<file path="src/rtl/nblbq_pkg.sv">
package nblbq_pkg;

   // Fixed field and datapath widths.
   localparam int SAMPLE_W   = 16;
   localparam int COEF_W     = 24;
   localparam int COEF_FRAC  = 22;
   localparam int GAIN_W     = 16;
   localparam int GAIN_FRAC  = 14;
   localparam int STATE_W    = 48;
   localparam int HALF_W     = 24;
   localparam int PROD_W     = HALF_W + 1 + COEF_W;
   localparam int ACC_W      = 54;
   localparam int GPROD_W    = HALF_W + 1 + GAIN_W + 1;
   localparam int FULL_W     = 64;
   localparam int CSR_IDX_W  = 3;
   localparam int CSR_DATA_W = 24;

   // Register indexes of the control port.
   localparam logic [CSR_IDX_W-1:0] REG_FIRST_FEED  = 3'd0;
   localparam logic [CSR_IDX_W-1:0] REG_FIRST_FB1   = 3'd1;
   localparam logic [CSR_IDX_W-1:0] REG_FIRST_FB2   = 3'd2;
   localparam logic [CSR_IDX_W-1:0] REG_SECOND_FEED = 3'd3;
   localparam logic [CSR_IDX_W-1:0] REG_SECOND_FB1  = 3'd4;
   localparam logic [CSR_IDX_W-1:0] REG_SECOND_FB2  = 3'd5;
   localparam logic [CSR_IDX_W-1:0] REG_GAIN        = 3'd6;
   localparam logic [CSR_IDX_W-1:0] REG_BYPASS      = 3'd7;

   localparam logic [GAIN_W-1:0] GAIN_RESET = 16'd16384;

   localparam logic signed [STATE_W-1:0] STATE_MAX = {1'b0, {(STATE_W-1){1'b1}}};
   localparam logic signed [STATE_W-1:0] STATE_MIN = {1'b1, {(STATE_W-1){1'b0}}};
   localparam logic signed [SAMPLE_W-1:0] SAMPLE_MAX = {1'b0, {(SAMPLE_W-1){1'b1}}};
   localparam logic signed [SAMPLE_W-1:0] SAMPLE_MIN = {1'b1, {(SAMPLE_W-1){1'b0}}};

   // Coefficients of one biquad section.
   typedef struct packed {
      logic signed [COEF_W-1:0] b0;
      logic signed [COEF_W-1:0] a1;
      logic signed [COEF_W-1:0] a2;
   } bq_coef_type;

   // A value handed from one section to the next.
   typedef struct packed {
      logic                      valid;
      logic signed [STATE_W-1:0] data;
   } bq_link_type;

   // Finished output word of the gain unit.
   typedef struct packed {
      logic                       valid;
      logic signed [SAMPLE_W-1:0] sample;
   } bq_res_type;

   typedef enum logic [10:0] {
      S_IDLE  = 11'b000_0000_0001,
      S_XLO   = 11'b000_0000_0010,
      S_XHI   = 11'b000_0000_0100,
      S_PCOMB = 11'b000_0000_1000,
      S_YSUM  = 11'b000_0001_0000,
      S_A1LO  = 11'b000_0010_0000,
      S_A1HI  = 11'b000_0100_0000,
      S_M1    = 11'b000_1000_0000,
      S_A2HI  = 11'b001_0000_0000,
      S_M2    = 11'b010_0000_0000,
      S_W1    = 11'b100_0000_0000
   } bq_cell_state_type;

   typedef enum logic [5:0] {
      G_IDLE = 6'b00_0001,
      G_LO   = 6'b00_0010,
      G_HI   = 6'b00_0100,
      G_SUM  = 6'b00_1000,
      G_RND  = 6'b01_0000,
      G_HOLD = 6'b10_0000
   } bq_gain_state_type;

   // Sign-extend a state word to accumulator width.
   function automatic logic signed [ACC_W-1:0] widen(input logic signed [STATE_W-1:0] v);
      return {{(ACC_W-STATE_W){v[STATE_W-1]}}, v};
   endfunction

   // Clamp an accumulator value to the signed state range.
   function automatic logic signed [STATE_W-1:0] sat_state(input logic signed [ACC_W-1:0] v);
      if (v[ACC_W-1:STATE_W-1] == {(ACC_W-STATE_W+1){v[ACC_W-1]}}) begin
         return v[STATE_W-1:0];
      end else if (v[ACC_W-1]) begin
         return STATE_MIN;
      end else begin
         return STATE_MAX;
      end
   endfunction

   // Join the upper and lower partial products into floor(a * c / 2^22).
   function automatic logic signed [ACC_W-1:0] mulq_combine(
      input logic signed [PROD_W-1:0] hi_prod,
      input logic signed [PROD_W-1:0] lo_prod);
      logic signed [ACC_W-1:0] hi_term;
      logic signed [ACC_W-1:0] lo_term;
      hi_term = {{(ACC_W-PROD_W){hi_prod[PROD_W-1]}}, hi_prod} <<< (HALF_W - COEF_FRAC);
      lo_term = {{(ACC_W-PROD_W+COEF_FRAC){lo_prod[PROD_W-1]}},
                 lo_prod[PROD_W-1:COEF_FRAC]};
      return hi_term + lo_term;
   endfunction

endpackage

</file>
<file path="src/rtl/nblbq_gain.sv">
module nblbq_gain import nblbq_pkg::*; #(
   parameter int STATE_FRAC_BITS = 22
) (
   input  logic              clock,
   input  logic              reset,
   input  logic [GAIN_W-1:0] gain,
   input  bq_link_type       link_in,
   input  logic              take,
   output bq_res_type        result,
   output logic              busy
);

   localparam int SHIFT = STATE_FRAC_BITS + GAIN_FRAC;

   bq_gain_state_type state_ff, state_in;

   logic signed [STATE_W-1:0]  y_ff, y_in;
   logic signed [GPROD_W-1:0]  prod_ff, prod_in;
   logic signed [GPROD_W-1:0]  lo_ff;
   logic signed [FULL_W-1:0]   full_ff, full_in;
   logic signed [SAMPLE_W-1:0] res_ff, res_in;
   logic signed [HALF_W:0]     mul_a;
   logic signed [GAIN_W:0]     mul_g;
   logic signed [FULL_W-1:0]   quot;
   logic signed [FULL_W-1:0]   quot_tz;
   logic                       round_up;

   // Gain multiply in two halves of the filter output.
   always_comb begin
      if (state_ff == G_LO) begin
         mul_a = $signed({1'b0, y_ff[HALF_W-1:0]});
      end else begin
         mul_a = $signed({y_ff[STATE_W-1], y_ff[STATE_W-1:HALF_W]});
      end
      mul_g   = $signed({1'b0, gain});
      prod_in = mul_a * mul_g;
   end

   // Scale back with truncation toward zero, then clamp to 16 bits.
   always_comb begin
      quot     = full_ff >>> SHIFT;
      round_up = full_ff[FULL_W-1] && (full_ff[SHIFT-1:0] != '0);
      quot_tz  = quot + $signed({{(FULL_W-1){1'b0}}, round_up});
   end

   always_comb begin
      state_in = state_ff;
      y_in     = y_ff;
      full_in  = full_ff;
      res_in   = res_ff;
      case (state_ff)
         G_IDLE: begin
            if (link_in.valid) begin
               y_in     = link_in.data;
               state_in = G_LO;
            end
         end
         G_LO:  state_in = G_HI;
         G_HI:  state_in = G_SUM;
         G_SUM: begin
            full_in  = ({{(FULL_W-GPROD_W){prod_ff[GPROD_W-1]}}, prod_ff} <<< HALF_W)
                     + {{(FULL_W-GPROD_W){lo_ff[GPROD_W-1]}}, lo_ff};
            state_in = G_RND;
         end
         G_RND: begin
            if (quot_tz[FULL_W-1:SAMPLE_W-1] == {(FULL_W-SAMPLE_W+1){quot_tz[FULL_W-1]}}) begin
               res_in = quot_tz[SAMPLE_W-1:0];
            end else if (quot_tz[FULL_W-1]) begin
               res_in = SAMPLE_MIN;
            end else begin
               res_in = SAMPLE_MAX;
            end
            state_in = G_HOLD;
         end
         G_HOLD: begin
            if (take) begin
               state_in = G_IDLE;
            end
         end
         default: state_in = G_IDLE;
      endcase
   end

   always_ff @(posedge clock) begin
      if (reset) begin
         state_ff <= G_IDLE;
      end else begin
         state_ff <= state_in;
      end
   end

   always_ff @(posedge clock) begin
      y_ff    <= y_in;
      prod_ff <= prod_in;
      lo_ff   <= prod_ff;
      full_ff <= full_in;
      res_ff  <= res_in;
   end

   assign result.valid  = (state_ff == G_HOLD);
   assign result.sample = res_ff;
   assign busy          = (state_ff != G_IDLE);

endmodule

</file>
<file path="config.mk">
export PLATFORM = sky130hd
export DESIGN_NAME = nblbq_gain
export DESIGN_NICKNAME = d
export VERILOG_FILES = /design/src/rtl/nblbq_pkg.sv /design/src/rtl/nblbq_gain.sv
export SDC_FILE = /design/constraint.sdc
export NUM_CORES = 1
export LEC_CHECK = 0
export BUFFER_PORTS_ARGS = -buffer_cell sky130_fd_sc_hd__buf_2
export CORE_AREA = 8 8 238 240
export DETAILED_ROUTE_END_ITERATION = 7
export DIE_AREA = 0 0 246 248
export GPL_ROUTABILITY_DRIVEN = 0
export SLEW_MARGIN = 20
export SYNTH_ARGS = -nofsm -noshare
export SYNTH_HDL_FRONTEND = slang
export SYNTH_SLANG_ARGS = --single-unit
</file>
<file path="constraint.sdc">
create_clock -name clock -period 9.4 [get_ports clock]
set_input_delay 0.94 -clock clock [delete_from_list [all_inputs] [get_ports clock]]
set_output_delay 0.94 -clock clock [all_outputs]
set_load 0.1 [all_outputs]
</file>
Word level (Yosys, flattened, before mapping)
Index checks and enable logic that the tools add are counted.
{"block": "op_classes", "n_addsub": 2, "n_reduce_logical": 4, "n_mux": 6, "n_eq_ne": 10, "mul": 1}
{"operator": "adder 64 bit", "n": 1}
{"operator": "== test 48 bit", "n": 1}
{"operator": "multiplier 25 x 17 -> 42 bit", "n": 1}
{"operator": "case mux 6 bit (6 select lines)", "n": 1}
{"operator": "nonzero test 36 bit", "n": 1}
{"operator": "two-way mux 16 bit", "n": 2}
{"operator": "adder 28 x 2 -> 29 bit", "n": 1}
{"operator": "two-way mux 25 bit", "n": 1}
{"operator": "two-way mux 6 bit", "n": 2}
{"operator": "== test 6 x 1 -> 1 bit (second input constant)", "n": 1}
{"operator": "== test 6 x 2 -> 1 bit (second input constant)", "n": 1}
{"operator": "== test 6 x 3 -> 1 bit (second input constant)", "n": 1}
{"operator": "== test 6 x 4 -> 1 bit (second input constant)", "n": 1}
{"operator": "== test 6 x 5 -> 1 bit (second input constant)", "n": 1}
{"operator": "== test 6 bit (second input constant)", "n": 1}
{"operator": "!= test 6 x 1 -> 1 bit (second input constant)", "n": 1}
{"operator": "!= test 2 bit (second input constant)", "n": 2}
{"operator": "AND reduction 2 bit", "n": 2}
{"operator": "logical AND 1 bit", "n": 1}
{"block": "totals", "ff_bits": 218, "in_bits": 68}

Depth between registers and ports, before layout
{"block": "depth", "depth_word": 5, "depth_mapped": 29}

Worst setup path before layout
Ideal clock, no wire load.
{"block": "synth_timing", "path_kind": "reg2reg", "start": "register state_ff[2]", "end": "register prod_ff[40]", "arrival_ps": 7613, "n_path_buf": 3, "path_stages_with_launch": 28, "slack_ps": 1661, "setup_time_ps": 127, "synth_period_minus_slack_ps": 7739, "path_cell_list": "dfxtp_1 > or4_1 > or3b_2 > clkbuf_1 > clkbuf_1 > mux2_2 > buf_2 > nand2_1 > fa_1 > fa_1 > fa_1 > inv_1 > fa_1 > fa_1 > inv_1 > fa_1 > inv_1 > ha_1 > a2111oi_0 > o21ai_1 > o22a_1 > and2_1 > o21ai_1 > a31oi_1 > a21o_1 > a221oi_1 > o21ai_0 > xor2_1"}
{"block": "synth_via", "elab_chain_cells": 3}
{"item": "from (decl)", "line": "nblbq_gain.sv:15", "rtl": "bq_gain_state_type state_ff, state_in;"}
{"item": "from (signal assigned)", "line": "nblbq_gain.sv:88", "rtl": "state_ff <= state_in;"}
{"item": "== test 6 x 2 -> 1 bit", "line": "nblbq_gain.sv:30", "rtl": "if (state_ff == G_LO) begin"}
{"item": "two-way mux 25 bit", "line": "nblbq_gain.sv:30"}
{"item": "multiplier 25 x 17 -> 42 bit", "line": "nblbq_gain.sv:36", "rtl": "prod_in = mul_a * mul_g;"}
{"item": "named net prod_in[40]", "line": "nblbq_gain.sv:18", "rtl": "logic signed [GPROD_W-1:0] prod_ff, prod_in;"}
{"item": "to (signal assigned)", "line": "nblbq_gain.sv:94", "rtl": "prod_ff <= prod_in;"}
{"item": "to (decl)", "line": "nblbq_gain.sv:18"}
The timed path passes the listed nets, and every way through them passes these cells.
A chain may end at the register's enable or synchronous reset.

Final worst setup path
Ends and elaborated chain as after synthesis.

==> results.cfg <==
[worst_setup_path]
r2r-end = prod_ff[40]$_DFF_P_
rr_worst_depth = 24
cp.required_ps = 9830
path_class = reg -> reg
timing.rr.start = state_ff[2]$_SDFFE_PP0P_
crit_path_end_kind = flop
r2r_slack_ps = 870
arrival_ps = 8960
crit_path_max_fanout = 19
startpoint_type = flop

[timing]
setup_tns_ps = 0
slew_violations = 0
max_freq_mhz = 117
relSlewSlack_pct = 45.8
rsz0062_at_grt = no
fin_crit_sh_pct = 90.7
finClkSkew_ps = 14.4
final.min_clock_period_ps = 8530
setup_viol = 0
worst_pin_slew_ps = 812
hold_violations = 0

[yosys]
yosys_most_used_dff = edfxtp_1
async_reset_ff_share_pct = 0
synthesis.area_sq_um = 23500
synth_nets = 2950
ys_ff_latch = 218
synth.top_cell.area_share_pct = 33.4
yosys-top-cells-area = fa_1, edfxtp_1, inv_1
syn_area_per_cell_sq_um = 10.0
synthTopCellsByCount = inv_1, fa_1, nand2_1, and2_1, ha_1
yosys.area.top_type = fa_1
yosys_warnings = 0
synth_edf_count = 128
ys_seq_area_share_pct = 24.0
synth_most_common_cell = inv_1
synthCells = 2346
synth.distinct_cells = 82

[route]
wl_per_cell_microns = 17.5
avgViaCountPerCell = 5.11
drt_first_pass_iters = 5
totalWireLength_microns = 54300
route.detailed.drc = 0
drtIter0Drc = 820
ant_nets = 0
num_vias = 15800

[grt]
busiest_layer = met2
grt_pass1_vias = 17400
use_met1_pct = 23.8
grt_use_met2_pct = 32.5
antenna_found_initial = 0
track_usage_pct = 18.4
overflow = 0
grt_use_met3_pct = 2.18
grt_pass1_wl_microns = 90700
grt_max_degree = 65

[floorplan]
core-area_sq_um = 53100
chipWidth_microns = 246
num_rows = 85
die_area_sq_um = 61000
design.portCount = 86
start_util_pct = 44.3
dieHeight_microns = 248

[clocking]
clk_pin_slew_ps = 60
clk_latency_ps = 560
postCtsSetupRepairBufs = 0
htreeDepth = 1
cts_made_buffers = 25
cts_hold_buffers = 0
cts-root-buf = clkbuf_16
cts_tree = yes
clock-sinks = 218
cts_buffer_depth = 3
ctsResizeCount = 0

[place]
hpwl_microns = 43700
io_buffers = 85

[cells_and_area]
nets = 2990
drive_above_1_share_pct = 7.73
num_antenna_cells = 0
utilization_pct = 47.9
syn2layout_area_growth_pct = 8.20

[worst_hold_path]
worstHoldStart = prod_ff[40]$_DFF_P_
hold_class = reg -> reg
min_path_cells = 0
hold-path-endpoint = lo_ff[40]$_DFF_P_

[outcome]
status = completed

[flow_run]
cap_violations = 0
layout by cell type, fill, tap and decap left out, types with 4 or more instances in the layout:
master       n
dfxtp_1     90
xor2_1      34
o21a_1      11
a21boi_0     4
nand4_1     15
nor2_4       4
nand2_1    288
nor4_1      12
buf_2       85
o31ai_1      5
xnor2_1     58
o21ai_0     39
buf_4        6
nor2_1      49
edfxtp_1   128
a211oi_1     8
inv_1      491
nor3_1      24
nor2b_1     11
nand2b_1    11
a21o_1      39
and3_1      11
ha_1       144
nand3b_1     5
nand3_1     30
a21oi_1     74
clkbuf_16   28
o21bai_1    10
or2_2        5
and2_1     159
fa_1       392
a31oi_1     20
mux2_2      25
critical path, cell delays in order, from the launching register on:
cell and delay, ps:
dfxtp_1 350, or4_1 550, or3b_2 750, mux2_2 610, nand2_1 140, fa_1 570, inv_1 50, fa_1 480
fa_1 590, fa_1 460, fa_1 500, inv_1 50, fa_1 470, inv_1 40, ha_1 330, a2111oi_0 490
o21ai_1 160, o22a_1 220, and2_1 170, o21ai_1 230, a31oi_1 210, a21o_1 250, a221oi_1 400, o21ai_0 150
xor2_1 160
cells by family (layout without fill, tap and decap cells):
logic type	after synthesis	after routing	synth area share, %
compound gates	250	250	6.98
xor+xnor	93	93	3.50
fa+ha+maj	536	536	41.1
buf+inv	569	628	9.15
flops	218	218	24.0
mux	28	28	1.33
simple gates	652	652	14.0
state kept, by name (all words and copies together) (netlist names):
signal	cells
full_ff	64
y_ff	48
lo_ff	42
prod_ff	42
res_ff	16
state_ff	6
stage by stage:
step	instances	hold slack, ps	area, sq um	setup slack (ps)
after floorplan	2346	310	23500	1660
after detailed placement	3055	312	24600	896
after CTS	3101	326	25400	858
after global routing	3101	326	25400	440
final	3101	322	25400	874
after global placement	3055	316	24600	1120
layout make-up:
cell class,count,area (sq um)
clock buffer,33,739
clock inverter,13,136
fill,4832,27600
inverter,491,1840
multi-input combinational,1559,15700
sequential,218,5650
tap,696,871
timing repair buffer,91,470
how the worst max path moves through the flow:
stage                        startpoint                  end  slack, ps
2_1_floorplan  state_ff[2]$_SDFFE_PP0P_  prod_ff[40]$_DFF_P_       1660
6_report       state_ff[2]$_SDFFE_PP0P_  prod_ff[40]$_DFF_P_        870
4_1_cts        state_ff[2]$_SDFFE_PP0P_  prod_ff[40]$_DFF_P_        860
3_5_place_dp   state_ff[2]$_SDFFE_PP0P_  prod_ff[40]$_DFF_P_        900
3_3_place_gp   state_ff[2]$_SDFFE_PP0P_  prod_ff[40]$_DFF_P_       1120
5_1_grt        state_ff[2]$_SDFFE_PP0P_  prod_ff[40]$_DFF_P_        440
routing by layer:
layer,routed length (microns),share of wire (%)
met1,23800,44
met2,26700,49
met3,2540,4.7
met4,1280,2.4
met5,0,0
Power is left out: the tool's default activity adds up to more than one toggle a clock period on the data nets, which glitch-free logic cannot reach.
