### src/rtl/nblbq_pkg.sv
package nblbq_pkg;

   // Fixed field and datapath widths.
   localparam int SAMPLE_W   = 16;
   localparam int COEF_W     = 24;
   localparam int COEF_FRAC  = 22;
   localparam int GAIN_W     = 16;
   localparam int GAIN_FRAC  = 14;
   localparam int STATE_W    = 48;
   localparam int HALF_W     = 24;
   localparam int PROD_W     = HALF_W + 1 + COEF_W;
   localparam int ACC_W      = 54;
   localparam int GPROD_W    = HALF_W + 1 + GAIN_W + 1;
   localparam int FULL_W     = 64;
   localparam int CSR_IDX_W  = 3;
   localparam int CSR_DATA_W = 24;

   // Register indexes of the control port.
   localparam logic [CSR_IDX_W-1:0] REG_FIRST_FEED  = 3'd0;
   localparam logic [CSR_IDX_W-1:0] REG_FIRST_FB1   = 3'd1;
   localparam logic [CSR_IDX_W-1:0] REG_FIRST_FB2   = 3'd2;
   localparam logic [CSR_IDX_W-1:0] REG_SECOND_FEED = 3'd3;
   localparam logic [CSR_IDX_W-1:0] REG_SECOND_FB1  = 3'd4;
   localparam logic [CSR_IDX_W-1:0] REG_SECOND_FB2  = 3'd5;
   localparam logic [CSR_IDX_W-1:0] REG_GAIN        = 3'd6;
   localparam logic [CSR_IDX_W-1:0] REG_BYPASS      = 3'd7;

   localparam logic [GAIN_W-1:0] GAIN_RESET = 16'd16384;

   localparam logic signed [STATE_W-1:0] STATE_MAX = {1'b0, {(STATE_W-1){1'b1}}};
   localparam logic signed [STATE_W-1:0] STATE_MIN = {1'b1, {(STATE_W-1){1'b0}}};
   localparam logic signed [SAMPLE_W-1:0] SAMPLE_MAX = {1'b0, {(SAMPLE_W-1){1'b1}}};
   localparam logic signed [SAMPLE_W-1:0] SAMPLE_MIN = {1'b1, {(SAMPLE_W-1){1'b0}}};

   // Coefficients of one biquad section.
   typedef struct packed {
      logic signed [COEF_W-1:0] b0;
      logic signed [COEF_W-1:0] a1;
      logic signed [COEF_W-1:0] a2;
   } bq_coef_type;

   // A value handed from one section to the next.
   typedef struct packed {
      logic                      valid;
      logic signed [STATE_W-1:0] data;
   } bq_link_type;

   // Finished output word of the gain unit.
   typedef struct packed {
      logic                       valid;
      logic signed [SAMPLE_W-1:0] sample;
   } bq_res_type;

   typedef enum logic [10:0] {
      S_IDLE  = 11'b000_0000_0001,
      S_XLO   = 11'b000_0000_0010,
      S_XHI   = 11'b000_0000_0100,
      S_PCOMB = 11'b000_0000_1000,
      S_YSUM  = 11'b000_0001_0000,
      S_A1LO  = 11'b000_0010_0000,
      S_A1HI  = 11'b000_0100_0000,
      S_M1    = 11'b000_1000_0000,
      S_A2HI  = 11'b001_0000_0000,
      S_M2    = 11'b010_0000_0000,
      S_W1    = 11'b100_0000_0000
   } bq_cell_state_type;

   typedef enum logic [5:0] {
      G_IDLE = 6'b00_0001,
      G_LO   = 6'b00_0010,
      G_HI   = 6'b00_0100,
      G_SUM  = 6'b00_1000,
      G_RND  = 6'b01_0000,
      G_HOLD = 6'b10_0000
   } bq_gain_state_type;

   // Sign-extend a state word to accumulator width.
   function automatic logic signed [ACC_W-1:0] widen(input logic signed [STATE_W-1:0] v);
      return {{(ACC_W-STATE_W){v[STATE_W-1]}}, v};
   endfunction

   // Clamp an accumulator value to the signed state range.
   function automatic logic signed [STATE_W-1:0] sat_state(input logic signed [ACC_W-1:0] v);
      if (v[ACC_W-1:STATE_W-1] == {(ACC_W-STATE_W+1){v[ACC_W-1]}}) begin
         return v[STATE_W-1:0];
      end else if (v[ACC_W-1]) begin
         return STATE_MIN;
      end else begin
         return STATE_MAX;
      end
   endfunction

   // Join the upper and lower partial products into floor(a * c / 2^22).
   function automatic logic signed [ACC_W-1:0] mulq_combine(
      input logic signed [PROD_W-1:0] hi_prod,
      input logic signed [PROD_W-1:0] lo_prod);
      logic signed [ACC_W-1:0] hi_term;
      logic signed [ACC_W-1:0] lo_term;
      hi_term = {{(ACC_W-PROD_W){hi_prod[PROD_W-1]}}, hi_prod} <<< (HALF_W - COEF_FRAC);
      lo_term = {{(ACC_W-PROD_W+COEF_FRAC){lo_prod[PROD_W-1]}},
                 lo_prod[PROD_W-1:COEF_FRAC]};
      return hi_term + lo_term;
   endfunction

endpackage

### src/rtl/nblbq_cell.sv
module nblbq_cell import nblbq_pkg::*; (
   input  logic        clock,
   input  logic        reset,
   input  bq_coef_type coef,
   input  bq_link_type link_in,
   output bq_link_type link_out,
   output logic        busy
);

   bq_cell_state_type state_ff, state_in;

   logic signed [STATE_W-1:0] x_ff, x_in;
   logic signed [STATE_W-1:0] y_ff, y_in;
   logic signed [STATE_W-1:0] w0_ff, w0_in;
   logic signed [STATE_W-1:0] w1_ff, w1_in;
   logic signed [ACC_W-1:0]   p_ff, p_in;
   logic signed [ACC_W-1:0]   m_ff, m_in;
   logic signed [ACC_W-1:0]   mq;
   logic signed [PROD_W-1:0]  prod_ff, prod_in;
   logic signed [PROD_W-1:0]  lo_ff;
   logic        [STATE_W-1:0] mul_src;
   logic                      half_lo;
   logic signed [HALF_W:0]    mul_a;
   logic signed [COEF_W-1:0]  mul_c;

   // One 25x24 multiplier, fed one half of a 48-bit word per cycle.
   always_comb begin
      mul_src = (state_ff inside {S_XLO, S_XHI}) ? x_ff : y_ff;
      half_lo = state_ff inside {S_XLO, S_A1LO, S_M1};
      if (half_lo) begin
         mul_a = $signed({1'b0, mul_src[HALF_W-1:0]});
      end else begin
         mul_a = $signed({mul_src[STATE_W-1], mul_src[STATE_W-1:HALF_W]});
      end
      if (state_ff inside {S_XLO, S_XHI}) begin
         mul_c = coef.b0;
      end else if (state_ff inside {S_A1LO, S_A1HI}) begin
         mul_c = coef.a1;
      end else begin
         mul_c = coef.a2;
      end
      prod_in = mul_a * mul_c;
      mq      = mulq_combine(prod_ff, lo_ff);
   end

   // Section sequence: b0 product, output, a1 product, w0 update, a2 product, w1 update.
   always_comb begin
      state_in = state_ff;
      x_in     = x_ff;
      y_in     = y_ff;
      w0_in    = w0_ff;
      w1_in    = w1_ff;
      p_in     = p_ff;
      m_in     = m_ff;
      case (state_ff)
         S_IDLE: begin
            if (link_in.valid) begin
               x_in     = link_in.data;
               state_in = S_XLO;
            end
         end
         S_XLO:   state_in = S_XHI;
         S_XHI:   state_in = S_PCOMB;
         S_PCOMB: begin
            p_in     = mq;
            state_in = S_YSUM;
         end
         S_YSUM: begin
            y_in     = sat_state(p_ff + widen(w0_ff));
            state_in = S_A1LO;
         end
         S_A1LO:  state_in = S_A1HI;
         S_A1HI:  state_in = S_M1;
         S_M1: begin
            m_in     = mq;
            state_in = S_A2HI;
         end
         S_A2HI: begin
            w0_in    = sat_state((p_ff <<< 1) - m_ff + widen(w1_ff));
            state_in = S_M2;
         end
         S_M2: begin
            m_in     = mq;
            state_in = S_W1;
         end
         S_W1: begin
            w1_in    = sat_state(p_ff - m_ff);
            state_in = S_IDLE;
         end
         default: state_in = S_IDLE;
      endcase
   end

   // Control state and delay words.
   always_ff @(posedge clock) begin
      if (reset) begin
         state_ff <= S_IDLE;
         w0_ff    <= '0;
         w1_ff    <= '0;
      end else begin
         state_ff <= state_in;
         w0_ff    <= w0_in;
         w1_ff    <= w1_in;
      end
   end

   // Datapath registers.
   always_ff @(posedge clock) begin
      x_ff    <= x_in;
      y_ff    <= y_in;
      p_ff    <= p_in;
      m_ff    <= m_in;
      prod_ff <= prod_in;
      lo_ff   <= prod_ff;
   end

   assign link_out.valid = (state_ff == S_W1);
   assign link_out.data  = y_ff;
   assign busy           = (state_ff != S_IDLE);

endmodule

### config.mk
export PLATFORM = sky130hd
export DESIGN_NAME = nblbq_cell
export DESIGN_NICKNAME = d
export VERILOG_FILES = /design/src/rtl/nblbq_pkg.sv /design/src/rtl/nblbq_cell.sv
export SDC_FILE = /design/constraint.sdc
export NUM_CORES = 2
export LEC_CHECK = 0
export BUFFER_PORTS_ARGS = -buffer_cell sky130_fd_sc_hd__buf_4
export CAP_MARGIN = 20
export CORE_UTILIZATION = 40
export CTS_CLUSTER_SIZE = 24
export DETAILED_ROUTE_END_ITERATION = 6
export MAX_ROUTING_LAYER = met4
export PLACE_DENSITY_LB_ADDON = 0.08
export SETUP_SLACK_MARGIN = 0.2
export SLEW_MARGIN = 0
export SYNTH_ARGS = -nofsm -noshare
export SYNTH_HDL_FRONTEND = slang
export SYNTH_SLANG_ARGS = --single-unit
### constraint.sdc
create_clock -name clock -period 14.75 [get_ports clock]
set_clock_uncertainty 0.15 [all_clocks]
set_input_delay 1.475 -clock clock [delete_from_list [all_inputs] [get_ports clock]]
set_output_delay 1.475 -clock clock [all_outputs]
set_load 0.02 [all_outputs]
Yosys cells after proc, flatten, opt, wreduce, memory -nomap -nowiden
Index checks and enable logic that the tools add are counted.

Add/subtract/negate cells: 5. Multiply operators: 1. Eq/ne operators: 16. Muxes and demuxes: 12. Reductions and logical operators: 5.

Operator list (count): 48-bit 2-to-1 mux (7); 11-bit case mux with 10 select lines (1); 54-bit by 48-bit adder with 54-bit output (2); 54-bit subtractor (2); 51-bit by 27-bit adder with 52-bit output (1); 25-bit by 24-bit multiplier with 49-bit output (1); 24-bit 2-to-1 mux (2); 25-bit 2-to-1 mux (1); 6-bit == test (3); 11-bit by 1-bit == test with 1-bit output (second input constant) (1); 11-bit by 10-bit == test with 1-bit output (second input constant) (1); 11-bit == test (second input constant) (1); 11-bit by 2-bit == test with 1-bit output (second input constant) (1); 11-bit by 3-bit == test with 1-bit output (second input constant) (1); 11-bit by 4-bit == test with 1-bit output (second input constant) (1); 11-bit by 5-bit == test with 1-bit output (second input constant) (1); 11-bit by 6-bit == test with 1-bit output (second input constant) (1); 11-bit by 7-bit == test with 1-bit output (second input constant) (1); 11-bit by 8-bit == test with 1-bit output (second input constant) (1); 11-bit by 9-bit == test with 1-bit output (second input constant) (1); 11-bit 2-to-1 mux (1); 11-bit by 1-bit != test with 1-bit output (second input constant) (1); 2-bit nonzero test (2); 3-bit nonzero test (1); other kinds (3) (3).

Register bits after elaboration: 409. Input bits: 123. Output and inout port bits: 50. Word-level logic and storage cells: 48.

Logic depth before layout (Yosys ltp)
Depth after elaboration: 5. Gate-level depth with buffers: 37. Mapped depth without buffers: 35.

Least setup slack after synthesis
OpenSTA, ideal clock, no wires.

Path type: register to register. Start point: reg state_ff[0]. End point: reg prod_ff[48]. Setup time: 0.072 ns. Arrival time: 9.044 ns. Required time: 14.528 ns. Slack: 5.484 ns. Cell stages (with the launch flop): 35. Buffers on the path: 3. Period minus slack after synthesis: 9.266 ns. Cell sequence: dfxtp_1 > nor3_1 > nor3b_1 > nand2_1 > a211oi_2 > clkbuf_1 > buf_1 > mux2i_1 > clkbuf_1 > nand2_1 > fa_1 > fa_1 > fa_1 > inv_1 > fa_1 > inv_1 > fa_1 > inv_1 > fa_1 > inv_1 > fa_1 > inv_1 > ha_1 > o21ai_0 > a21oi_1 > a221o_1 > a31oi_1 > o21ai_1 > a2111oi_1 > o21bai_1 > nand2_1 > nor4bb_1 > o21ai_0 > a21oi_1 > xnor2_1.

Cells in the longest elaborated chain, start to end: 5. Elaborated cells on any way between the ends: 13. Classes of those cells: mul (1); eq/ne (5); mux (4); reduce/logical (3).

Ends and longest elaborated chain: from (decl) (RTL line nblbq_cell.sv:10) `bq_cell_state_type state_ff, state_in;`; from (signal assigned) (RTL line nblbq_cell.sv:101) `state_ff <= state_in;`; 11-bit by 2-bit == test with 1-bit output (tied with other cells) (RTL line nblbq_cell.sv:28, nblbq_cell.sv:29, nblbq_cell.sv:35); 2-bit nonzero test (on tied branches) (RTL line nblbq_cell.sv:28, nblbq_cell.sv:35, nblbq_cell.sv:37); 48-bit 2-to-1 mux / 24-bit 2-to-1 mux (equally long branches) (RTL line nblbq_cell.sv:28, nblbq_cell.sv:37); 25-bit 2-to-1 mux / 24-bit 2-to-1 mux (equally long branches) (RTL line nblbq_cell.sv:30, nblbq_cell.sv:35); 25-bit by 24-bit multiplier with 49-bit output * (RTL line nblbq_cell.sv:42) `prod_in = mul_a * mul_c;`; via prod_in[48] (RTL line nblbq_cell.sv:19) `logic signed [PROD_W-1:0] prod_ff, prod_in;`; to (signal assigned) (RTL line nblbq_cell.sv:113) `prod_ff <= prod_in;`; to (decl) (RTL line nblbq_cell.sv:19).

The timed path passes the listed nets; every way through them passes the cells marked *. A chain may end at the register's enable or synchronous reset.

Final worst setup path
Start point: reg state_ff[4]. End point: reg prod_ff[48].

The elaborated chain is that of the path after synthesis.

==> reports/results.env <==
FINAL.SETUP.TNS_PS=0
GRT_SETUP_UNREPAIRED='false'
SYNTH-EDFF-COUNT=200
SYN2LAYOUT_AREA_GROWTH_PCT=10.08
HOLD_VIOL=0
GRT_START_MAX_NET_PINS=107
TIMING.REG2REG.SETUP_SLACK_PS=4060
YS_TYPES=96
YOSYS_REGISTER_BITS=383
SETUP_VIOL_COUNT_FINAL=0
DETAILEDPLACEMENTHPWL_MM=131.1
DIE_W_MICRONS=348.4
YS_ASYNC_SR_FRACTION=0
CLOCK_ROOT_BUFFER='sky130_fd_sc_hd__clkbuf_16'
YS.WARNINGS.COUNT=0
HP-START='prod_ff[45]$_DFF_P_'
CRITPATHMAXSTAGEDELAY_PS=830
POSTSYNTHAREAPERCELL_SQ_UM=9.098
REGTOREGSTARTPOINT='state_ff[4]$_SDFFE_PP0P_'
POSTROUTEANTENNANETS=0
CTS.REPORTEDPATHS.CLKPINSLEW_PS=60
MIN_PATH_CELLS=0
DRIVE_GT1_FRAC=0.07856
FINALNETCOUNT=6520
CRIT_ARRIVAL_PS=11040
DRT_PASS1_ITERATIONS=6
FINAL_INSTANCE_COUNT_WITHOUT_FILLER_CELLS=7013
STARTING_DENSITY_OF_THE_CORE=0.4049
FIRST_ITER_VIOLATIONS=2708
POST_CTS_SETUP_BUFFERS=0
PRECTSSETUPSLACK_PS=4067
SYNTH_TOP_AREA_FRAC=0.2857
PLACE.DETAILED.INSTANCES=6919
CRITICAL_PATH.STARTPOINT_TYPE='register'
DETAIL_ROUTE.DRC_VIOLATIONS=0
ROWS=126
TOTAL_VIA_COUNT_AFTER_DETAILED_ROUTING=37440
ROUTED_WL_MM=160.5
TIMING.HOLD.WORST_ENDPOINT='lo_ff[45]$_DFF_P_'
POST_CTS_RESIZED=0
NETLIST_AREA_SQ_MM=0.04800
POST-ROUTE-UTIL=0.4457
SYNTH_FF_TYPE='sky130_fd_sc_hd__edfxtp_1'
GPL.FINAL_WEIGHTED_CONGESTION=0.9560
CRITPATHCAPTURETYPE='register'
FINAL.PERIOD_UTILIZATION=0.7249
R2R_CELLS=33
CHIPHEIGHT_MICRONS=348.4
SLEW_VIOL_FINAL=0
VIA_COUNT_OF_THE_FIRST_GLOBAL_ROUTING_PASS=38510
SYNTH.TOP_CELLS.BY_AREA='sky130_fd_sc_hd__fa_1 (29%), sky130_fd_sc_hd__edfxtp_1 (13%), sky130_fd_sc_hd__ha_1 (8.9%)'
GLOBAL_ROUTE_WIRE_LENGTH_BEFORE_REPAIR_MM=242.6
CLKLATENCYLATEPIN_PS=660
CTS_HTREE_LEVELS=2
FLOORPLAN.DIE_AREA_SQ_MM=0.1214
CP_COMMON_CELL='sky130_fd_sc_hd__fa_1'
CTS_BUFFERS=49
TIMING.MAX_CAP.VIOLATIONS=0
FINAL_CRITICAL_DELAY_INCLUDING_SETUP_AND_EXTERNAL_DELAYS_PS=10690
FP.COREAREA_SQ_MM=0.1186
MAX_TRANSITION_MARGIN=0.2343
GRT.TOTAL_USAGE=0.2749
CP_SLOWEST_CELL='sky130_fd_sc_hd__mux2i_1'
ROUTED_VIA_DENSITY=5.338
ANTENNA_VIOLATIONS_BEFORE_REPAIR=10
SEQUENTIAL_ELEMENT_SHARE_OF_THE_SYNTHESIZED_AREA=0.2014
CLOCK_PATH_BUFFERS=3
PLACE.PORT_BUFFERS=172
HOLDBUFCOUNTCTS=0
WORSTPATHREQUIRED_PS=15100
GR-TOTAL-OVERFLOW=0
WORST-SLEW-PIN-TRANSITION_PS=1149
MAPPEDNETLISTNETS=6426
CRITICALPATHCATEGORY='register to register'
CTS.SINK_COUNT=383
TIMING.HOLD.WORST.CLASS='register to register'
TOP_LEVEL_PINS=173
ACHIEVABLE-FREQUENCY_MHz=93.53
TRITONCTS_CLOCK_TREE='done'
SYNTHDOMINANTAREACELLTYPE='sky130_fd_sc_hd__fa_1'
POST-ROUTE-WORST-SETUP-SLACK_PS=4058
POST-SYNTH-TOP-COUNT-CELL='sky130_fd_sc_hd__inv_1'
NETLIST_INSTANCES=5276
POST_SYNTH_MOST_FREQUENT_CELLS='sky130_fd_sc_hd__inv_1 (947), sky130_fd_sc_hd__fa_1 (685), sky130_fd_sc_hd__nor2_1 (514)'
ROUTE.DETAILED.WL_PER_INST_MICRONS=22.88
RUN_STATUS='completed'
R2R_END='prod_ff[48]$_DFF_P_'
WORST-PATH-MAX-FANOUT=29
FILLER_CELL_COUNT=11920
==> through the flow <==
stage                     area [sq um]  hold WS [ps]
final                            52840         208.2
after global routing             52840         217.0
after CTS                        52840         210.4
after detailed placement         51140         197.8
after global placement           51140         201.1
after floorplan                  48000         186.8
==> registers in the layout, indices dropped and copies added (netlist names) <==
name and count:
p_ff 52, state_ff 11, y_ff 48, lo_ff 27, w0_ff 48, prod_ff 49
w1_ff 48, m_ff 52, x_ff 48
==> cell usage in the layout, fill, tap and decap left out, types with 95 or more instances in the layout <==
master,instances
sky130_fd_sc_hd__fa_1,685
sky130_fd_sc_hd__nand2_1,473
sky130_fd_sc_hd__mux2i_1,95
sky130_fd_sc_hd__buf_4,244
sky130_fd_sc_hd__xor2_1,107
sky130_fd_sc_hd__xnor2_1,124
sky130_fd_sc_hd__nor2_1,512
sky130_fd_sc_hd__dfxtp_1,183
sky130_fd_sc_hd__a21o_1,138
sky130_fd_sc_hd__ha_1,342
sky130_fd_sc_hd__o21ai_0,194
sky130_fd_sc_hd__inv_1,945
sky130_fd_sc_hd__a21oi_1,255
sky130_fd_sc_hd__edfxtp_1,200
==> metal layers <==
layer / vias to the layer above / GRT usage / part of all wire
met5: - / - / 0
met4: 0 / 0.07743 / 0.030
met3: 233 / 0.03091 / 0.057
met2: 1183 / 0.4292 / 0.45
met1: 18600 / 0.3775 / 0.46
li1: 17420 / - / -
==> worst max path at each step <==
stage / to / slack (ps) / start / depth (start not counted)
6_report: prod_ff[48]$_DFF_P_ / 4060 / state_ff[4]$_SDFFE_PP0P_ / 33
5_1_grt: prod_ff[48]$_DFF_P_ / 3460 / state_ff[5]$_SDFFE_PP0P_ / 33
4_1_cts: prod_ff[48]$_DFF_P_ / 4080 / state_ff[4]$_SDFFE_PP0P_ / 35
3_5_place_dp: prod_ff[48]$_DFF_P_ / 4070 / state_ff[0]$_SDFFE_PP1P_ / 35
3_3_place_gp: prod_ff[48]$_DFF_P_ / 4280 / state_ff[0]$_SDFFE_PP1P_ / 33
2_1_floorplan: prod_ff[48]$_DFF_P_ / 5480 / state_ff[0]$_SDFFE_PP1P_ / 34
==> layout make-up <==
class	count	area, sq um	area share
Inverter	948	3558	0.06734
Sequential cell	383	9669	0.1830
Multi-Input combinational cell	3743	34060	0.6445
Tap cell	1600	2002	0.03788
Clock buffer	54	1297	0.02455
Clock inverter	37	400.4	0.007577
Timing Repair Buffer	245	1852	0.03504
Antenna cell	3	7.507	0.0001421
==> worst max-delay path: cells and delay by family, from the launching register on <==
| family | cells | cell delay, ps |
|---|---|---|
| muxes | 2 | 1050 |
| DFF | 1 | 340 |
| adders and majority gates | 8 | 3890 |
| and+or+nand+nor | 7 | 1820 |
| AOI/OAI and AO/OA | 10 | 2360 |
| xor gates and xnor gates | 1 | 80 |
| buffers and inverters | 5 | 790 |
==> kinds of logic (layout without fill, tap and decap cells) <==
family,count (synthesis),count (layout),share of synthesized area
fa+ha+maj,1027,1027,0.3748
other cells,0,3,0
xor+xnor,232,232,0.04249
compound gates,999,999,0.1387
buf+inv,1150,1284,0.09162
mux,120,120,0.02562
simple gates,1365,1365,0.1253
flops,383,383,0.2014
Power is not shown: default switching activity piles up to over one toggle a cycle in this logic, so the estimate is an artifact.
